<file path="src/hw/rtl/i2cbm_pkg.sv">
// types, codes and sequence tables for the bit-level i2c master
// no dependencies; imported by the master, its checker and the testbench
`default_nettype none

package i2cbm_pkg;

  localparam logic [15:0] DELAY_RESET = 16'd10;

  typedef enum logic [2:0] {
    KIND_START = 3'd0,
    KIND_STOP  = 3'd1,
    KIND_WRITE = 3'd2,
    KIND_READ  = 3'd3,
    KIND_SACK  = 3'd4,
    KIND_RACK  = 3'd5
  } kind_e;

  typedef enum logic [2:0] {
    ACT_SCL0 = 3'd0,
    ACT_SCL1 = 3'd1,
    ACT_SDA0 = 3'd2,
    ACT_SDA1 = 3'd3,
    ACT_READ = 3'd4
  } action_e;

  typedef struct packed {
    logic       cmd_valid;
    logic [2:0] kind;
    logic [7:0] write_byte;
    logic       ack_bit;
    logic       sda_in;
  } in_item_t;

  typedef struct packed {
    logic       scl_out;
    logic       sda_out;
    logic       busy_res;
    logic       done_res;
    logic [7:0] read_byte;
    logic       ack_in;
    logic       cmd_dropped;
  } out_item_t;

  function automatic logic [4:0] seq_len(kind_e k);
    case (k)
      KIND_START: seq_len = 5'd4;
      KIND_STOP:  seq_len = 5'd3;
      KIND_WRITE: seq_len = 5'd24;
      KIND_READ:  seq_len = 5'd25;
      KIND_SACK:  seq_len = 5'd3;
      KIND_RACK:  seq_len = 5'd4;
      default:    seq_len = 5'd0;
    endcase
  endfunction

  // phase walks 0,1,2 through each bit slot of write and read
  function automatic action_e action_of(kind_e k, logic [4:0] idx, logic [1:0] phase,
                                        logic [7:0] tx);
    action_e a;
    a = ACT_SCL0;
    case (k)
      KIND_START: begin
        case (idx[1:0])
          2'd0:    a = ACT_SDA1;
          2'd1:    a = ACT_SCL1;
          2'd2:    a = ACT_SDA0;
          default: a = ACT_SCL0;
        endcase
      end
      KIND_STOP: begin
        if (idx == 5'd0)      a = ACT_SDA0;
        else if (idx == 5'd1) a = ACT_SCL1;
        else                  a = ACT_SDA1;
      end
      KIND_WRITE: begin
        case (phase)
          2'd0:    a = tx[7] ? ACT_SDA1 : ACT_SDA0;
          2'd1:    a = ACT_SCL1;
          default: a = ACT_SCL0;
        endcase
      end
      KIND_READ: begin
        if (idx == 5'd0) begin
          a = ACT_SDA1;
        end else begin
          case (phase)
            2'd0:    a = ACT_SCL1;
            2'd1:    a = ACT_READ;
            default: a = ACT_SCL0;
          endcase
        end
      end
      KIND_SACK: begin
        if (idx == 5'd0)      a = tx[0] ? ACT_SDA1 : ACT_SDA0;
        else if (idx == 5'd1) a = ACT_SCL1;
        else                  a = ACT_SCL0;
      end
      default: begin
        case (idx[1:0])
          2'd0:    a = ACT_SDA1;
          2'd1:    a = ACT_SCL1;
          2'd2:    a = ACT_READ;
          default: a = ACT_SCL0;
        endcase
      end
    endcase
    return a;
  endfunction

endpackage

`default_nettype wire

</file>
<file path="src/hw/rtl/i2c_bit_level_master.sv">
// bit-level i2c master: command sequencer, delay counter and output skid stage
// depends on i2cbm_pkg
`default_nettype none

// One input item is one tick and gives exactly one result item. Every tick
// is processed combinationally by the pin sequencer and the delay counter,
// so a tick can be accepted on every clock; a two-deep output stage (result
// register plus skid register) keeps taking ticks while a result waits, and
// in_stall_o rises only once both are full. A command is taken only while no
// sequence runs; each pin action lasts delay_ticks ticks (0 acts as 1), so a
// command spans 3 to 25 actions times that delay in ticks.
module i2c_bit_level_master
  import i2cbm_pkg::*;
(
  input  wire         clk_i,
  input  wire         rst_ni,
  input  wire         cfg_we_i,
  input  wire  [15:0] cfg_wdata_i,
  input  wire         in_valid_i,
  output logic        in_stall_o,
  input  in_item_t    in_item_i,
  output logic        out_valid_o,
  input  wire         out_stall_i,
  output out_item_t   out_item_o
);

  logic [15:0] delay_q;
  logic [4:0]  idx_q, idx_d;
  logic [15:0] cnt_q, cnt_d;
  kind_e       kind_q, kind_d;
  logic        run_q, run_d;
  logic [7:0]  tx_q, tx_d;
  logic [7:0]  rx_q, rx_d;
  logic        scl_q, scl_d;
  logic        sda_q, sda_d;
  logic        ack_q, ack_d;
  logic [1:0]  phase_q, phase_d;

  out_item_t   res;
  out_item_t   main_q, skid_q;
  logic        main_valid_q, skid_valid_q;
  logic        accept, take;

  assign accept     = in_valid_i & ~in_stall_o;
  assign take       = main_valid_q & ~out_stall_i;
  assign in_stall_o = skid_valid_q;

  always_comb begin
    logic [15:0] limit;
    logic [15:0] cnt_inc;
    logic [4:0]  idx_inc;
    action_e     act;
    logic        dropped, done;

    idx_d   = idx_q;
    cnt_d   = cnt_q;
    kind_d  = kind_q;
    run_d   = run_q;
    tx_d    = tx_q;
    rx_d    = rx_q;
    scl_d   = scl_q;
    sda_d   = sda_q;
    ack_d   = ack_q;
    phase_d = phase_q;
    dropped = 1'b0;
    done    = 1'b0;
    limit   = (delay_q == 16'd0) ? 16'd1 : delay_q;

    if (in_item_i.cmd_valid) begin
      if (run_q) begin
        dropped = 1'b1;
      end else if (in_item_i.kind <= KIND_RACK) begin
        run_d   = 1'b1;
        kind_d  = kind_e'(in_item_i.kind);
        idx_d   = 5'd0;
        cnt_d   = 16'd0;
        phase_d = 2'd0;
        if (kind_d == KIND_WRITE)     tx_d = in_item_i.write_byte;
        else if (kind_d == KIND_SACK) tx_d = {7'd0, in_item_i.ack_bit};
        else if (kind_d == KIND_READ) rx_d = 8'd0;
      end
    end

    act     = action_of(kind_d, idx_d, phase_d, tx_d);
    cnt_inc = cnt_d + 16'd1;
    idx_inc = idx_d + 5'd1;

    if (run_d) begin
      if (cnt_d == 16'd0) begin
        case (act)
          ACT_SCL0: scl_d = 1'b0;
          ACT_SCL1: scl_d = 1'b1;
          ACT_SDA0: sda_d = 1'b0;
          ACT_SDA1: sda_d = 1'b1;
          default: begin
            if (kind_d == KIND_READ) rx_d = {rx_d[6:0], in_item_i.sda_in};
            else                     ack_d = in_item_i.sda_in;
          end
        endcase
      end
      cnt_d = cnt_inc;
      if (cnt_inc >= limit) begin
        cnt_d = 16'd0;
        // the leading release of a read sits outside the bit slots
        if (!(kind_d == KIND_READ && idx_d == 5'd0)) begin
          if (phase_d == 2'd2) begin
            phase_d = 2'd0;
            if (kind_d == KIND_WRITE) tx_d = {tx_d[6:0], 1'b0};
          end else begin
            phase_d = phase_d + 2'd1;
          end
        end
        idx_d = idx_inc;
        if (idx_inc >= seq_len(kind_d)) begin
          run_d = 1'b0;
          idx_d = 5'd0;
          done  = 1'b1;
        end
      end
    end

    res.scl_out     = scl_d;
    res.sda_out     = sda_d;
    res.busy_res    = run_d;
    res.done_res    = done;
    res.read_byte   = rx_d;
    res.ack_in      = ack_d;
    res.cmd_dropped = dropped;
  end

  always_ff @(posedge clk_i or negedge rst_ni) begin
    if (!rst_ni) begin
      delay_q <= DELAY_RESET;
    end else if (cfg_we_i) begin
      delay_q <= cfg_wdata_i;
    end
  end

  always_ff @(posedge clk_i or negedge rst_ni) begin
    if (!rst_ni) begin
      idx_q   <= 5'd0;
      cnt_q   <= 16'd0;
      kind_q  <= KIND_START;
      run_q   <= 1'b0;
      tx_q    <= 8'd0;
      rx_q    <= 8'd0;
      scl_q   <= 1'b1;
      sda_q   <= 1'b1;
      ack_q   <= 1'b1;
      phase_q <= 2'd0;
    end else if (accept) begin
      idx_q   <= idx_d;
      cnt_q   <= cnt_d;
      kind_q  <= kind_d;
      run_q   <= run_d;
      tx_q    <= tx_d;
      rx_q    <= rx_d;
      scl_q   <= scl_d;
      sda_q   <= sda_d;
      ack_q   <= ack_d;
      phase_q <= phase_d;
    end
  end

  always_ff @(posedge clk_i or negedge rst_ni) begin
    if (!rst_ni) begin
      main_valid_q <= 1'b0;
      skid_valid_q <= 1'b0;
    end else if (take) begin
      if (skid_valid_q) begin
        skid_valid_q <= 1'b0;
      end else if (!accept) begin
        main_valid_q <= 1'b0;
      end
    end else if (accept) begin
      if (!main_valid_q) main_valid_q <= 1'b1;
      else               skid_valid_q <= 1'b1;
    end
  end

  always_ff @(posedge clk_i) begin
    if (take) begin
      if (skid_valid_q) main_q <= skid_q;
      else if (accept)  main_q <= res;
    end else if (accept) begin
      if (!main_valid_q) main_q <= res;
      else               skid_q <= res;
    end
  end

  assign out_valid_o = main_valid_q;
  assign out_item_o  = main_q;

endmodule

`default_nettype wire

</file>
<file path="config.mk">
export PLATFORM = sky130hd
export DESIGN_NAME = i2c_bit_level_master
export DESIGN_NICKNAME = d
export VERILOG_FILES = /design/src/hw/rtl/i2cbm_pkg.sv /design/src/hw/rtl/i2c_bit_level_master.sv
export SDC_FILE = /design/constraint.sdc
export NUM_CORES = 1
export LEC_CHECK = 0
export BUFFER_PORTS_ARGS = -buffer_cell sky130_fd_sc_hd__buf_2
export CAP_MARGIN = 20
export CORE_MARGIN = 10
export CORE_UTILIZATION = 35
export DETAILED_ROUTE_END_ITERATION = 8
export PLACE_DENSITY = 0.52
export SETUP_SLACK_MARGIN = 0.15
export SKIP_LAST_GASP = 1
export SYNTH_ARGS = -nofsm -noshare
export SYNTH_HDL_FRONTEND = slang
export SYNTH_SLANG_ARGS = --single-unit
</file>
<file path="constraint.sdc">
create_clock -name clk_i -period 6.63 [get_ports clk_i]
set_input_delay 0.663 -clock clk_i [delete_from_list [all_inputs] [get_ports clk_i]]
set_output_delay 0.663 -clock clk_i [all_outputs]
set_load 0.03 [all_outputs]
</file>
### After elaboration in Yosys (flattened, before gate mapping)

Cells that the tools add are included.

| cells by class | value |
|---|---|
| add/subtract/negate cells | 3 |
| multiply operators | 0 |
| div/mod/pow operators | 0 |
| $lt $le $gt $ge | 3 |
| equal/unequal tests | 19 |
| shift-type cells | 0 |
| mux-type cells | 90 |
| bitwise operators | 5 |
| reductions and logical operators | 18 |

Operator list:

| cell | number |
|---|---|
| $mux 8 | 20 |
| $mux 16 | 6 |
| $mux 14 | 5 |
| $mux 5 | 8 |
| $logic_not 16->1 | 2 |
| $mux 1 | 29 |
| $mux 2 | 10 |
| $pmux 5 s4 | 1 |
| $eq 3x2->1 const B | 6 |
| $add 16x1->16 const B | 1 |
| $ge 16x16->1 | 1 |
| $pmux 3 s5 | 1 |
| $mux 3 | 4 |
| $eq 3x3->1 const B | 3 |
| $pmux 3 s3 | 1 |
| $reduce_and 3->1 | 3 |
| $eq 3x1->1 const B | 2 |
| $logic_not 3->1 | 2 |
| $pmux 2 s3 | 1 |
| $pmux 3 s2 | 1 |
| $reduce_bool 2->1 | 3 |
| $add 5x1->5 const B | 1 |
| $eq 5x1->1 const B | 1 |
| $ge 5x5->1 | 1 |
| 16 further kinds | 25 |

| word-level totals | value |
|---|---|
| bits in registers | 92 |
| latch bits | 0 |
| memory bits (writable) | 0 |
| ROM bits | 0 |
| output and inout port bits | 16 |
| word-level logic and storage cells | 165 |
| memories | 0 |

### Depth between registers and ports, before layout

Gate-level depths: netlist of the first run.

| logic depth | value |
|---|---|
| depth after elaboration | 17 |
| gate-level depth with buffers | 20 |

### Worst setup path after synthesis of the first run

Ideal clock, no wire load.

| timing path | value |
|---|---|
| path kind | input port to flip-flop |
| start | in in_item_i[12] (netlist name) |
| end | reg main_q (netlist bit out_item_o[11]), data pin |
| arrival | 4.007 ns |
| data required time | 6.374 ns |
| slack | 2.367 ns |
| stages on the path | 19 |
| buffers on the path | 3 |
| cell sequence | buf_2 > nand2_2 > nand2_1 > clkbuf_1 > and2_1 > ha_1 > nand3_1 > nor2_1 > nand2_1 > xor2_1 > nor2_1 > ha_1 > nand4_1 > a211oi_1 > a2111oi_0 > o21bai_1 > clkbuf_1 > nand2_1 > a22o_1 |

| on the way | value |
|---|---|
| word-level cells in the longest chain between the ends | 16 |
| elaborated cells between the ends (all ways) | 36 |

RTL lines:

| what | RTL line | source |
|---|---|---|
| start: declaration | i2c_bit_level_master.sv:21 | `input in_item_t in_item_i,` |
| parallel branches: the longest is 12 deep, another holds $add 16x1->16 | -- |  |
| $mux 1 (*) | i2c_bit_level_master.sv:88 | `if (run_d) begin` |
| $mux 14, on equally long branches | i2c_bit_level_master.sv:186, i2c_bit_level_master.sv:184 |  |
| $mux 14, on equally long branches | i2c_bit_level_master.sv:185, i2c_bit_level_master.sv:183 |  |
| $mux 14 (*) | i2c_bit_level_master.sv:182 | `if (take) begin` |
| end signal: assignment | i2c_bit_level_master.sv:183 | `if (skid_valid_q) main_q <= skid_q;` |
| end signal: assignment | i2c_bit_level_master.sv:184 | `else if (accept) main_q <= res;` |
| end signal: assignment | i2c_bit_level_master.sv:186 | `if (!main_valid_q) main_q <= res;` |
| end: declaration | i2c_bit_level_master.sv:40 | `out_item_t main_q, skid_q;` |

Mark *: on every way between the ends. The select of a mux whose other input is x is not followed.
A chain may end at the register's enable or synchronous reset.

### Worst setup path after layout of the first run

| timing path | value |
|---|---|
| start | reg run_q |
| end | reg idx_q[1] |

| on the way | value |
|---|---|
| word-level cells in the longest chain between the ends | 11 |
| elaborated cells between the ends (all ways) | 26 |

RTL lines:

| what | RTL line | source |
|---|---|---|
| start: declaration | i2c_bit_level_master.sv:31 | `logic run_q, run_d;` |
| start signal: assignment | i2c_bit_level_master.sv:155 | `run_q <= run_d;` |
| parallel branches: the longest is 10 deep, another holds $add 16x1->16 | -- |  |
| $mux 5 (*) | i2c_bit_level_master.sv:88 |  |
| end signal: assignment | i2c_bit_level_master.sv:152 | `idx_q <= idx_d;` |
| end: declaration | i2c_bit_level_master.sv:28 | `logic [4:0] idx_q, idx_d;` |

Marks and branches as above.

==> flow_summary.toml, run 1 <==
[outcome]
status = "finished, final reports clean"

[clock_tree]
ctsHtreeMaxLevel = 3
numCtsBuffers = 9
postCtsSetupBuffers = 0
clock-sinks = 92
root_buffer = "clkbuf_16"
cts-hold-fix-buffers = 0
clkLatencyLatePin_ns = 0.35
cts-resized-gates = 0
path_clk_slew_ns = 0.07
clockBufferDepth = 2
cts_tree = "done"

[global_route]
grt_overflow_total = 0
grt_pass1_wl_um = 23800
antenna_found_initial = 0
grt_max_degree = 65
grt_usage_pct = 13.4
first_global_vias = 4687

[logic_synthesis]
yosys.area.top_type = "dfrtp_1"
yosysUniqueCellTypes = 66
synth_area_um2 = 5590
synth_seq_cells = 92
synth_area_per_cell_um2 = 9.28
ys.flop_type = "dfrtp_1"
synthTopCellsByArea = "dfrtp_1 26%, edfxtp_1 15%, ha_1 6.7%, nand2_1 6.1%, o21ai_0 3.8%"
syn_inst = 602
synth_nets = 667
async_reset_ff_share_pct = 69.6
synth_top_cell_area_share_pct = 26.4
synth_edf_count = 28
yosysSeqAreaShare_pct = 43.8
yosysWarnings = 0

[timing]
min_period_over_period_pct = 75.3
rsz0062_at_grt = "false"
finalHoldViolCount = 0
max-slew-margin-rel_pct = 32.3
fin_crit_ns = 4.99
clock_skew_ns = 0.00993
slew_viol_final = 0
setup_viol = 0
tightest_slew_ns = 1.02
clock.fmax_ghz = 0.200
tns_ns = 0

[floorplan]
die_w_um = 146
start_util_pct = 35.4
rows = 46
core_area_um2 = 15800
ioPinCount = 51
die_area_um2 = 21400
die_y_um = 146

[worst_setup_path]
worstSetupPathType = "reg -> reg"
end_kind = "flip-flop"
required_ns = 6.91
setup.worst_path.start_class = "flip-flop"
worst-path-max-fanout = 26
crit_arrival_ns = 5.27

[layout]
num_antenna_cells = 0
drive_gt1_share_pct = 15.5
fin_nets = 710
fillers = 1632
final_util_pct = 40.3
areaGrowthSynthToFinish_pct = 13.8

[place]
gp_congestion = 0.882
hpwl_um = 10400
portBuffers = 50

[power_and_ir_drop]
pwr-share-clk_pct = 23.3
p_switching_mw = 0.825
p_seq_share_pct = 38.4
p_leak_nw = 2.85
vdd_drop_max_uv = 135
p_sw_share_pct = 39.3
power_frac_comb_pct = 38.3
p_int_mw = 1.28
powerDensity_nw_per_um2 = 330

[drt]
first_iter_violations = 274
drt_pass1_iterations = 5
drc = 0
highest_layer = "met4"
wl_met1_um = 6770
via_count = 4575
routedWlPerCell_um = 16.3
ant_nets = 0
totalWireLength_um = 14100
dr_wl_met2_um = 6660
vias_per_cell = 5.28
met3_length_um = 456

[worst_hold_path]
hold_path_class = "in -> async"

[job]
drv_cap = 0
==> cell type report <==
class                      instances  area [um^2]  area share, %
inverter                          33          125           1.97
clock inverter                     6         47.5          0.748
timing repair buffer              60          333           5.23
clock buffer                      10          229           3.60
multi-input combinational        449         2910           45.7
sequential                        92         2450           38.5
tap                              216          270           4.25
==> flip-flops by register name, indices dropped and copies added (netlist names) <==
| signal | count |
|---|---|
| ack_q | 1 |
| cnt_q | 16 |
| delay_q | 16 |
| idx_q | 5 |
| in_stall_o | 1 |
| kind_q | 3 |
| out_item_o | 14 |
| out_valid_o | 1 |
| phase_q | 2 |
| run_q | 1 |
| rx_q | 8 |
| scl_q | 1 |
| sda_q | 1 |
| skid_q | 14 |
| tx_q | 8 |
==> worst max-delay path, cell delays in order (launching register included) <==
cell and delay [ns]:
dfrtp_1 0.51, nor2b_1 0.48, nand2_1 0.12, buf_4 0.21
and2_1 0.21, ha_1 0.25, nand3_1 0.11, xor2_1 0.21
nor2_1 0.07, ha_1 0.24, a211o_1 0.26, a21oi_1 0.10
o21ai_0 0.13, a2111oi_0 0.73, o21bai_2 0.48, o21ai_0 0.59
a22o_1 0.21
==> final timing paths <==
| check | start | endpoint | slack (ns) | depth (start not counted) |
|---|---|---|---|---|
| worst max register to register | run_q | idx_q[1] | 1.64 | 16 |
| worst min register to register | skid_q[6] | out_item_o[6] | 0.52 | 2 |
| worst min-delay path | rst_ni | tx_q[4] | 0.50 | 2 |
| min in group clk_i | cfg_wdata_i[5] | delay_q[5] | 0.52 | 3 |
| max in group asynchronous | rst_ni | rx_q[1] | 5.52 | 2 |
| worst max-delay path | run_q | idx_q[1] | 1.64 | 16 |
==> cells by family after synthesis <==
family | count (synthesis) | synth area share [%]
AO/OA/AOI/OAI | 161 | 20.2
buffers and inverters | 61 | 4.39
XOR/XNOR | 18 | 2.82
flip-flops | 92 | 43.8
adder cells (fa/ha/maj) | 30 | 6.72
multiplexers | 18 | 3.45
AND/OR/NAND/NOR | 222 | 18.6
==> stage by stage <==
step | cells | setup slack (ns) | total power, mW | instance area, um^2 | hold slack [ns]
after floorplan | 602 | 2.37 | 1.38 | 5590 | 0.367
after global placement | 848 | 1.58 | 1.60 | 6060 | 0.495
after detailed placement | 850 | 1.37 | 1.63 | 6080 | 0.509
after CTS | 866 | 1.63 | 2.12 | 6360 | 0.500
after global routing | 866 | 1.22 | 2.26 | 6360 | 0.510
final | 866 | 1.64 | 2.10 | 6360 | 0.495
==> synth_stat cells, types with 3 or more instances <==
| cell type | count |
|---|---|
| nand2_1 | 91 |
| dfrtp_1 | 59 |
| nor2_1 | 50 |
| o21ai_0 | 42 |
| inv_1 | 31 |
| ha_1 | 30 |
| edfxtp_1 | 28 |
| clkbuf_1 | 19 |
| a21oi_1 | 18 |
| a22o_1 | 17 |
| nand3_1 | 15 |
| o41ai_1 | 12 |
| and3_1 | 11 |
| o31ai_1 | 11 |
| xor2_1 | 11 |
| mux2_2 | 10 |
| a21o_1 | 9 |
| and2_1 | 9 |
| o211ai_1 | 9 |
| mux2i_1 | 8 |
| nand4_1 | 8 |
| nor2b_1 | 7 |
| xnor2_1 | 7 |
| a211oi_1 | 6 |
| nand2b_1 | 6 |
| nor3_1 | 6 |
| nor4_1 | 6 |
| a32o_1 | 5 |
| buf_2 | 5 |
| dfstp_2 | 5 |
| a22oi_1 | 3 |
| a31oi_1 | 3 |
| nor3b_1 | 3 |
| o21bai_1 | 3 |
==> metal layers <==
| metal | global-route usage (%) | vias to the layer above |
|---|---|---|
| met5 | 0 | - |
| met2 | 21.7 | 83 |
| met3 | 2.53 | 14 |
| met4 | 4.85 | 0 |
| met1 | 17.3 | 2208 |
| li1 | - | 2270 |
==> power groups by stage <==
stage	Clock (mW)	Sequential [mW]	Combinational, mW
floorplan	0	0.843	0.537
global placement	0	0.816	0.786
detailed placement	0	0.817	0.809
CTS	0.502	0.808	0.811
global route	0.526	0.824	0.915
finish	0.489	0.807	0.804
==> cells in the final DEF (no fill, tap or decap), types with 7 or more instances in the layout <==
| cell type | synthesis | routed |
|---|---|---|
| o41ai_1 | 12 | 12 |
| nand4_1 | 8 | 8 |
| nand2_1 | 91 | 91 |
| o21ai_0 | 42 | 42 |
| a21oi_1 | 18 | 18 |
| xnor2_1 | 7 | 7 |
| xor2_1 | 11 | 11 |
| and2_1 | 9 | 9 |
| and3_1 | 11 | 11 |
| edfxtp_1 | 28 | 28 |
| nor2_1 | 50 | 49 |
| a22o_1 | 17 | 17 |
| dfrtp_1 | 59 | 59 |
| o31ai_1 | 11 | 11 |
| buf_4 | 0 | 9 |
| a21o_1 | 9 | 9 |
| mux2i_1 | 8 | 8 |
| o211ai_1 | 9 | 9 |
| nor2b_1 | 7 | 7 |
| mux2_2 | 10 | 10 |
| buf_2 | 5 | 50 |
| inv_1 | 31 | 31 |
| clkbuf_16 | 0 | 9 |
| nand3_1 | 15 | 15 |
| ha_1 | 30 | 30 |
(Power assumes the default switching activity.)
==> run 2, diff against run 1 <==
- ABC_AREA: unset -> 1
- PLACE_DENSITY: 0.52 -> 0.54
- clock period: 6.63 -> 4.5 ns (I/O delays scaled with it)
==> run 2 against run 1 <==
  * Worst setup slack got worse by 0.96 ns
  * Count of clock-buffer cells in the layout rose by 1
  * Register-to-register slack got worse by 0.96 ns
  * Power rose by 79%
  * Utilization rose by 0.75 points
  * Die area rose by 1.4%
  * Synthesized cell count rose by 21%
  * Maximum frequency rose by 31%
  * Sequential share of layout area fell by 0.97 points
  * Largest power group is now combinational logic
  * Non-clock buffer count rose by 2
  * Via count rose by 3.3%
==> flow_summary.toml, run 2 <==
[outcome]
status = "finished, final reports clean"

[power_and_ir_drop]
vdd_drop_max_uv = 243
power_frac_comb_pct = 46.4
p_leak_nw = 3.25
p_int_mw = 2.15
p_switching_mw = 1.61
p_seq_share_pct = 33.0
p_sw_share_pct = 42.8
finalPower_mw = 3.76
pwr-share-clk_pct = 20.6
powerDensity_nw_per_um2 = 577

[layout]
reg_top3 = "cnt_q x16, delay_q x16"
mostFrequentLayoutCells = "202 x nand2_1, 111 x inv_1, 59 x dfrtp_1, 58 x nor2_1, 55 x o21ai_0"
register_area_um2 = 2450
multi_input_area_um2 = 2700
drive_gt1_share_pct = 14.8
num_antenna_cells = 0
fin_nets = 852
areaGrowthSynthToFinish_pct = 14.9
fillers = 1676
final_common_cell = "nand2_1"

[logic_synthesis]
synthTopCellsByArea = "dfrtp_1 26%, edfxtp_1 15%, nand2_1 13%, inv_1 7.3%, ha_1 6.6%"
synth_area_per_cell_um2 = 7.79
synth_nets = 794
yosys.area.top_type = "dfrtp_1"
synth_area_um2 = 5680
yosysWarnings = 0
synth_edf_count = 28
yosysUniqueCellTypes = 42
ys.flop_type = "dfrtp_1"
synth_top_cell_area_share_pct = 26.0
synth.top_cells.by_count = "202 x nand2_1, 111 x inv_1, 59 x dfrtp_1"
async_reset_ff_share_pct = 69.6
yosysMostFrequentCell = "nand2_1"
yosysSeqAreaShare_pct = 43.1
synth_seq_cells = 92
syn_inst = 729

[clock_tree]
numCtsBuffers = 9
cts-hold-fix-buffers = 0
ctsHtreeMaxLevel = 3
path_clk_slew_ns = 0.07
clockBufferDepth = 2
clkLatencyLatePin_ns = 0.35
clock-sinks = 92
cts_tree = "done"
root_buffer = "clkbuf_16"

[global_route]
grt_usage_pct = 13.3
grt_max_degree = 38
antenna_found_initial = 0
grt_pass1_wl_um = 23700
first_global_vias = 4739
grt_overflow_total = 0

[timing]
fin_crit_ns = 3.82
max-slew-margin-rel_pct = 28.7
slew_viol_final = 0
rsz0062_at_grt = "false"
finalHoldViolCount = 0
tns_ns = 0
min_period_over_period_pct = 84.9
tightest_slew_ns = 1.06
setup_viol = 0
clock_skew_ns = 0.00942
holdWs_ns = 0.184
clock.fmax_ghz = 0.262

[floorplan]
start_util_pct = 35.7
die_area_um2 = 21700
rows = 46
ioPinCount = 51
core_area_um2 = 15900
die_y_um = 147
die_w_um = 147

[job]
drv_cap = 0

[worst_setup_path]
worst-path-max-fanout = 8
crit_path_start = "run_q"
r2r_cells = 24
reg2reg_to = "tx_q[6]"
critPathCapture = "tx_q[6]"
crit_arrival_ns = 4.06
required_ns = 4.74
end_kind = "flip-flop"
worstSetupPathType = "reg -> reg"
ff2ff_setup_slack_ns = 0.68
setup.worst_path.start_class = "flip-flop"
reg2reg_from = "run_q"

[drt]
ant_nets = 0
routedWlPerCell_um = 13.9
totalWireLength_um = 14000
first_iter_violations = 253
drc = 0
vias_per_cell = 4.69
drt_pass1_iterations = 4
via_count = 4728

[place]
gp_congestion = 0.862
portBuffers = 50
hpwl_um = 10600

[worst_hold_path]
hold_path_class = "in -> async"
-- run 2: cell families after synthesis --
logic type	Yosys count	share of synthesized area (%)
muxes	1	0.176
AOI/OAI and AO/OA	109	11.5
adders and majority gates	30	6.61
and+or+nand+nor	349	26.9
DFF	92	43.1
xor gates and xnor gates	16	2.47
buffers and inverters	132	9.28
-- run 2: how the worst min path moves through the flow --
stage,from,end,slack (ns),cells after the start
2_1_floorplan,rst_ni,cnt_q[0],0.15,0
3_3_place_gp,scl_q,scl_q,0.46,2
3_5_place_dp,scl_q,scl_q,0.46,2
4_1_cts,rst_ni,kind_q[1],0.21,1
5_1_grt,rst_ni,rx_q[6],0.24,1
6_report,rst_ni,kind_q[1],0.18,1
-- run 2: worst max-delay path: stages (launching register included) --
cell     delay (ns)
dfrtp_1        0.41
inv_2          0.10
nand3_4        0.12
nand2_2        0.08
inv_1          0.10
ha_1           0.15
inv_1          0.07
nor3_4         0.20
nand3_1        0.16
nor2_1         0.19
nand2_1        0.11
nor2_1         0.14
xor2_1         0.21
inv_1          0.07
ha_1           0.27
nand2_1        0.06
nor3_1         0.30
nand3_1        0.15
nand3_1        0.17
nand4_1        0.14
buf_4          0.19
inv_1          0.12
nand2_1        0.07
nand3_1        0.06
nand2_1        0.07
-- run 2: power by group through the flow --
stage	sequential (mW)	clock (mW)	combinational, mW
finish	1.24	0.774	1.75
global route	1.27	0.832	2.02
CTS	1.24	0.798	1.75
detailed placement	1.26	0	1.74
global placement	1.25	0	1.74
floorplan	1.33	0	1.20
-- run 2: area by class of cell --
class	instances	share of cell area [%]
multi-input cells	505	41.4
flip-flops and latches	92	37.5
inverters	117	6.73
repair buffers	62	5.52
well taps	216	4.14
clock buffers	11	3.72
clock inverters	5	0.959
-- run 2: what timing repair did --
| action | in CTS | in global routing |
|---|---|---|
| buffers inserted | 0 | 2 |
| setup endpoints to repair | 0 | 7 |
| gates resized for setup | 0 | 0 |
-- run 2: through the flow --
stage / setup WS [ns] / utilization (%) / area [um^2] / std cells
floorplan: 0.938 / - / 5680 / 729
CTS: 0.483 / 40.8 / 6480 / 1005
global placement: 0.463 / 38.9 / 6180 / 989
detailed placement: 0.302 / 38.9 / 6180 / 989
finish: 0.678 / 41.1 / 6520 / 1008
global route: 0.207 / 41.1 / 6520 / 1008
-- run 2: metal layers --
metal | GRT usage [%] | wire, um | up-vias | part of all wire, %
li1 | - | - | 2461 | -
met1 | 15.8 | 6270 | 2175 | 45
met2 | 23.5 | 7120 | 80 | 51
met3 | 3.22 | 459 | 12 | 3.3
met4 | 3.62 | 164 | 0 | 1.2
met5 | 0 | 0 | - | 0
==> run 3, diff against run 2 <==
- ABC_AREA: 1 -> 0
- clock period: 4.5 -> 3.1 ns (I/O delays scaled with it)
==> run 3 against run 2 <==
  * The flow now finishes with violations (negative setup slack)
  * First-iteration DRC count down 5.5%
  * Clock power up 34%
  * Sequential cell count unchanged
  * Via count up 6.1%
  * Critical path depth down 8
  * Die area down 1.3%
  * Utilization up 7.8 points
  * Highest routed layer unchanged
  * Final cell count down 4.0%
  * Cell area up 18%
==> flow_summary.toml, run 3 (same netlist as run 1, synthesis figures left out) <==
[outcome]
status = "finished with violations"
violations = "negative setup slack"

[place]
hpwl_um = 11300
dp_cells = 929
post-place-ws_ns = -0.433
gp_congestion = 0.854
portBuffers = 50

[clock_tree]
numCtsBuffers = 9
clock-sinks = 92
ctsHtreeMaxLevel = 3
path_clk_slew_ns = 0.07
clkLatencyLatePin_ns = 0.35
root_buffer = "clkbuf_16"
clockBufferDepth = 2
cts_tree = "done"

[floorplan]
die_w_um = 146
start_util_pct = 35.4
die_area_um2 = 21400
rows = 46
die_y_um = 146
core_area_um2 = 15800
ioPinCount = 51

[worst_setup_path]
crit_arrival_ns = 3.33
end_kind = "flip-flop"
r2r_cells = 16
ff2ff_setup_slack_ns = -0.15
reg2reg_from = "run_q"
worst-path-max-fanout = 6
required_ns = 3.19
worstSetupPathType = "reg -> reg"
reg2reg_to = "out_item_o[3]"
setup.worst_path.start_class = "flip-flop"

[layout]
num_antenna_cells = 0
register_area_um2 = 2450
final_common_cell = "buf_4"
areaGrowthSynthToFinish_pct = 37.9
layoutNonFillerInstCount = 968
fin_nets = 812
reg_top3 = "cnt_q x16, delay_q x16"
drive_gt1_share_pct = 36.2
fillers = 1489
multi_input_area_um2 = 3430
mostFrequentLayoutCells = "104 x buf_4, 85 x nand2_1, 59 x dfrtp_1, 50 x buf_2, 44 x nor2_1"

[worst_hold_path]
hp-start = "cfg_wdata_i[14]"
hold_path_class = "in -> reg"
min_to = "delay_q[14]"
whs_path_depth = 3

[timing]
setup_viol = 42
rsz0062_at_grt = "true"
clock.fmax_ghz = 0.308
tns_ns = -3.46
min_period_over_period_pct = 105
slew_viol_final = 0
tightest_slew_ns = 0.698
holdWs_ns = 0.160
fin_ws_ns = -0.146
max-slew-margin-rel_pct = 53.4
clock_skew_ns = 0.00885
finalHoldViolCount = 0
fin_crit_ns = 3.25

[global_route]
grt_pass1_wl_um = 25100
grt_usage_pct = 14.1
grt_max_degree = 32
first_global_vias = 4950
antenna_found_initial = 0
grt_overflow_total = 0

[power_and_ir_drop]
p_leak_nw = 3.50
vdd_drop_max_uv = 313
powerDensity_nw_per_um2 = 664
finalPower_mw = 5.12

[drt]
vias_per_cell = 5.18
dr_wl_met2_um = 7530
first_iter_violations = 239
ant_nets = 0
totalWireLength_um = 15400
met3_length_um = 468
drt_pass1_iterations = 4
drc = 0
highest_layer = "met4"
via_count = 5016
wl_met1_um = 7150
routedWlPerCell_um = 15.9

[job]
drv_cap = 0
## run 3: changes by cell type in the layout (fill, tap and decap cells not counted), moves of 14 or more
cell / delta
buf_4: +93
o21ai_0: -20
nand2_1: -117
nor2_1: -14
inv_1: -82
nand3_1: -34
## run 3: where the power goes
group | switching, mW | internal (mW)
Sequential | 0.145 | 1.53
Combinational | 1.34 | 1.06
Clock | 0.488 | 0.550
Total | 1.97 | 3.14
## run 3: per-layer routing
metal	GRT usage, %	vias up
li1	-	2483
met1	18.3	2424
met2	23.2	88
met3	2.19	21
met4	4.85	0
met5	0	-
## run 3: how the worst max path moves through the flow
stage	from	to	slack (ns)	cells past startpoint
6_report	run_q	out_item_o[3]	-0.15	16
5_1_grt	run_q	phase_q[1]	-0.33	18
4_1_cts	run_q	phase_q[1]	-0.18	18
3_5_place_dp	in_item_i[13]	phase_q[1]	-0.43	18
3_3_place_gp	in_item_i[13]	tx_q[1]	-0.36	17
2_1_floorplan	run_q	out_item_o[10]	-0.31	18
## run 3: final cells by class
type	count	area share, %
clock inverters	5	0.503
clock buffers	11	3.02
flip-flops and latches	92	31.8
well taps	216	3.51
multi-input cells	449	44.5
inverters	33	1.66
repair buffers	162	15.1
## run 3: what timing repair did
action | CTS | global route
pin swaps | 13 | 27
endpoints found under the hold margin | 11 | 0
hold buffers | 1 | 0
setup buffers | 13 | 8
resized for setup | 29 | 59
endpoints found under the setup margin | 64 | 66
gates cloned | 0 | 1
## run 3: worst max-delay path, stage by stage, from the launching register on
cell	delay [ns]
dfrtp_1	0.41
nor2b_4	0.15
nand2_4	0.08
buf_4	0.14
buf_8	0.12
and2_4	0.16
inv_4	0.05
ha_4	0.12
or4b_4	0.46
o2111a_1	0.20
buf_4	0.14
buf_4	0.12
o211ai_1	0.18
buf_4	0.18
buf_12	0.15
mux2i_4	0.24
o31ai_2	0.08
## run 3: per-stage QoR
| step | util (%) | area (um^2) |
|---|---|---|
| after floorplan | - | 5760 |
| after global placement | 43.2 | 6810 |
| after detailed placement | 43.2 | 6810 |
| after CTS | 46.5 | 7330 |
| after global routing | 48.9 | 7710 |
| final | 48.9 | 7710 |
